File: config.mk
export PLATFORM = sky130hd
export DESIGN_NAME = pfte_ram
export DESIGN_NICKNAME = d
export VERILOG_FILES = /design/src/design/pfte_ram.sv
export SDC_FILE = /design/constraint.sdc
export NUM_CORES = 2
export LEC_CHECK = 0
export ABC_CLOCK_PERIOD_IN_PS = 3000
export BUFFER_PORTS_ARGS = -buffer_cell sky130_fd_sc_hd__buf_2
export CAP_MARGIN = 20
export CORE_ASPECT_RATIO = 1.25
export CORE_MARGIN = 1
export CORE_UTILIZATION = 63
export DETAILED_ROUTE_END_ITERATION = 8
export GPL_TIMING_DRIVEN = 0
export HOLD_SLACK_MARGIN = 0.12
export PLACE_DENSITY_LB_ADDON = 0.08
export SLEW_MARGIN = 30
export SYNTH_ARGS = -nofsm -noshare
export SYNTH_HDL_FRONTEND = slang
export SYNTH_SLANG_ARGS = --single-unit
File: constraint.sdc
create_clock -name clk_i -period 3 [get_ports clk_i]
set_input_delay 0.15 -clock clk_i [delete_from_list [all_inputs] [get_ports clk_i]]
set_output_delay 0.15 -clock clk_i [all_outputs]
set_load 0.02 [all_outputs]
File: src/design/pfte_ram.sv
`default_nettype none

module pfte_ram #(
  parameter int Width = 8,
  parameter int Depth = 512
) (
  input  wire logic                     clk_i,
  input  wire logic                     we_i,
  input  wire logic [$clog2(Depth)-1:0] waddr_i,
  input  wire logic [Width-1:0]         wdata_i,
  input  wire logic                     re_i,
  input  wire logic [$clog2(Depth)-1:0] raddr_i,
  output logic      [Width-1:0]         rdata_o
);

  logic [Width-1:0] mem [Depth];

  // One write port and one registered read port.
  always_ff @(posedge clk_i) begin
    if (we_i) begin
      mem[waddr_i] <= wdata_i;
    end
    if (re_i) begin
      rdata_o <= mem[raddr_i];
    end
  end

endmodule

`default_nettype wire

==> impl_metrics.env <==
export IMPL_async_flop_share_pct=0
export IMPL_clk_pin_slew_ps=60
export IMPL_muxShareOfSynthArea_pct=14.2
export IMPL_tritoncts="yes"
export IMPL_synthAdderAreaFrac_pct=0
export IMPL_crit_fanout=11
export IMPL_clock_path_buffers=4
export IMPL_fin_util_pct=71.9
export IMPL_fmax_ghz=0.294
export IMPL_ctsHtreeMaxLevel=5
export IMPL_r2r_slack_ps=-150
export IMPL_port_buffers=32
export IMPL_setup_tns_ps=-2580
export IMPL_setup_viol=8
export IMPL_min_path_type="input port to register"
export IMPL_status="finished with violations"
export IMPL_slew_viol_final=0
export IMPL_num_nets_final=8644
export IMPL_grt_pass1_vias=87629
export IMPL_timing_final_crit_share_pct=113
export IMPL_yosysSeqAreaShare_pct=77.0
export IMPL_finalCriticalPeriod_ps=3400
export IMPL_cp_start_kind="input port"
export IMPL_p_leak_nw=58.2
export IMPL_dieHeight_um=565
export IMPL_failed_checks="negative setup slack"
export IMPL_die_x_um=453
export IMPL_synth_edff_count=4104
export IMPL_required_ps=3700
export IMPL_root_buffer="clkbuf_16"
export IMPL_vias=92893
export IMPL_skew_ps=54.1
export IMPL_finalWirelength_mm=601
export IMPL_grt_ovfl_total=0
export IMPL_syn_area_um2=160000
export IMPL_grt_max_degree=117
export IMPL_synth_xor_area_share_pct=0
export IMPL_synth_seq_cells=4104
export IMPL_maxCapViolations=0
export IMPL_drt_iter0_drc=17893
export IMPL_syn_to_final_growth_pct=13.4
export IMPL_gp_congestion=1.07
export IMPL_syn_inst=8030
export IMPL_wl_per_cell_um=48.8
export IMPL_rows=206
export IMPL_synth_compound_area_share_pct=4.31
export IMPL_cts_sinks=4104
export IMPL_hold_viol_final=0
export IMPL_ant_nets=0
export IMPL_worstSkewPairLatency_ps=970
export IMPL_criticalPathCategory="input port to register"
export IMPL_setup_ws_ps=-399
export IMPL_drcViolationCount=0
export IMPL_synth_area_per_cell_um2=19.9
export IMPL_cp_end_kind="register"
export IMPL_powerDensity_nw_per_um2=663
export IMPL_synthDistinctLibCells=50
export IMPL_worst_pin_slew_ps=1130
export IMPL_fp_dieArea_um2=256000
export IMPL_synthFlopType="edfxtp_1"
export IMPL_drtPass1Iterations=8
export IMPL_synth_top_family_by_area="multiplexers"
export IMPL_grt_antenna_before_repair=67
export IMPL_slew_headroom_pct=24.5
export IMPL_vias_per_cell=7.55
export IMPL_grtUsageTotal_pct=47.3
export IMPL_syn_nets=8059
export IMPL_rsz0062_at_grt="yes"
export IMPL_placeableCoreArea_um2=252000
export IMPL_ir_drop_mv=0.652
export IMPL_ios=37
export IMPL_synthSimpleGateAreaFrac_pct=2.63
export IMPL_dpl_hpwl_mm=428
export IMPL_crit_arrival_ps=4100
export IMPL_initial_utilization_pct=63.4
export IMPL_yosys_warnings=0
export IMPL_drive_gt1_share_pct=21.5
export IMPL_grt_pass1_wl_mm=783
export IMPL_cts_buffers=386
-- routing by layer --
layer  up-vias  share of wire (%)  track usage [%]
met5         -              0.025                0
met1     47727                 31             56.6
met4        22                 11             43.4
met3      2093                 14             16.0
met2      8383                 43             68.1
li1      34668                  -                -
-- layout make-up --
cell class | count | area [um2]
plain buffers | 512 | 3430
fillers | 14990 | 70800
multi-input cells | 3410 | 34300
flip-flops and latches | 4104 | 123000
clock buffers | 459 | 10000
inverters | 3 | 15.0
clock inverters | 241 | 2260
well taps | 3328 | 4160
repair buffers | 198 | 3920
diodes | 48 | 120
-- through the flow --
stage          instance area [um2]  hold slack, ps  cells  setup WS [ps]  total power [W]
3_5_place_dp                168000             349  11535          -1880           0.0720
3_3_place_gp                164000             478  11390          -5760           0.0719
5_1_grt                     181000             188  12264          -11.1            0.122
4_1_cts                     181000             140  12255           2.04            0.119
2_1_floorplan               160000             249   8030            739           0.0674
6_report                    181000             183  12303           -399            0.120
-- layout by cell type, fill, tap and decap left out, types with 66 or more instances in the layout --
cell type	Yosys	final
mux4_2	654	654
nor2_1	597	572
a21oi_1	194	178
buf_16	0	90
clkinv_2	0	66
clkbuf_1	265	134
o221ai_1	371	368
clkinv_1	0	92
clkbuf_16	0	391
nor3_1	109	103
nand2_1	111	103
o22ai_1	163	163
mux2i_1	797	797
clkbuf_2	0	173
o21ai_0	118	85
buf_2	57	99
edfxtp_1	4104	4104
buf_6	64	76
buf_4	70	83
-- cell families (layout without fill, tap and decap cells) --
group / after synthesis / in the layout
muxes: 1451 / 1451
DFF: 4104 / 4104
and+or+nand+nor: 980 / 980
AOI/OAI and AO/OA: 979 / 979
other: 0 / 48
buffers and inverters: 516 / 1413
-- worst paths after layout --
check / startpoint / endpoint / cells past startpoint
max: raddr_i[1] / rdata_o[5]$_DFFE_PP_ / 10
min: wdata_i[3] / mem[432][3]$_DFFE_PP_ / 2
max reg2reg: mem[186][4]$_DFFE_PP_ / rdata_o[4]$_DFFE_PP_ / 7
min reg2reg: mem[298][4]$_DFFE_PP_ / rdata_o[4]$_DFFE_PP_ / 6
-- worst max-delay path, stage by stage --
cell and delay, ps:
buf_6 220, buf_4 600, clkbuf_4 510, buf_12 280
mux4_2 240, a211oi_1 110, nor3_1 810, o22ai_1 170
nor2_2 410, o2111a_1 490
-- state kept, by name (all words and copies together) (netlist names) --
| register | flops |
|---|---|
| mem | 4096 |
| rdata_o | 8 |
-- cells in the mapped netlist (all sizes together), types with 13 or more instances --
master / number / share of area (%)
mux2i: 797 / 5.0
nand4: 32 / 0.13
nor2: 597 / 1.4
mux4: 654 / 9.2
edfxtp: 4104 / 77
a211oi: 17 / 0.080
o221ai: 372 / 2.0
o22ai: 163 / 0.64
buf: 248 / 1.2
nor4: 36 / 0.14
nand3: 36 / 0.11
and2: 20 / 0.078
a21oi: 194 / 0.61
a22oi: 61 / 0.29
nor3: 109 / 0.34
nand2: 111 / 0.26
o21ai: 119 / 0.37
o31ai: 13 / 0.061
clkbuf: 265 / 0.62
-- report_power, final --
part / total, W / switching (W) / internal, W
combinational: 0.00820 / 0.00597 / 0.00223
clock: 0.0489 / 0.0218 / 0.0271
sequential: 0.0632 / 0.0000204 / 0.0631
total: 0.120 / 0.0278 / 0.0925
-- repair_timing --
| item | in CTS | in global routing |
|---|---|---|
| endpoints found under the setup margin | 8 | 8 |
| endpoints found under the hold margin | 1574 | 0 |
| gates resized for setup | 140 | 49 |
| hold buffers | 19 | 0 |
| gates cloned | 0 | 0 |
| pin swaps | 4 | 2 |
| buffers inserted | 2 | 0 |
No activity file was read; power rests on OpenSTA's default activity.
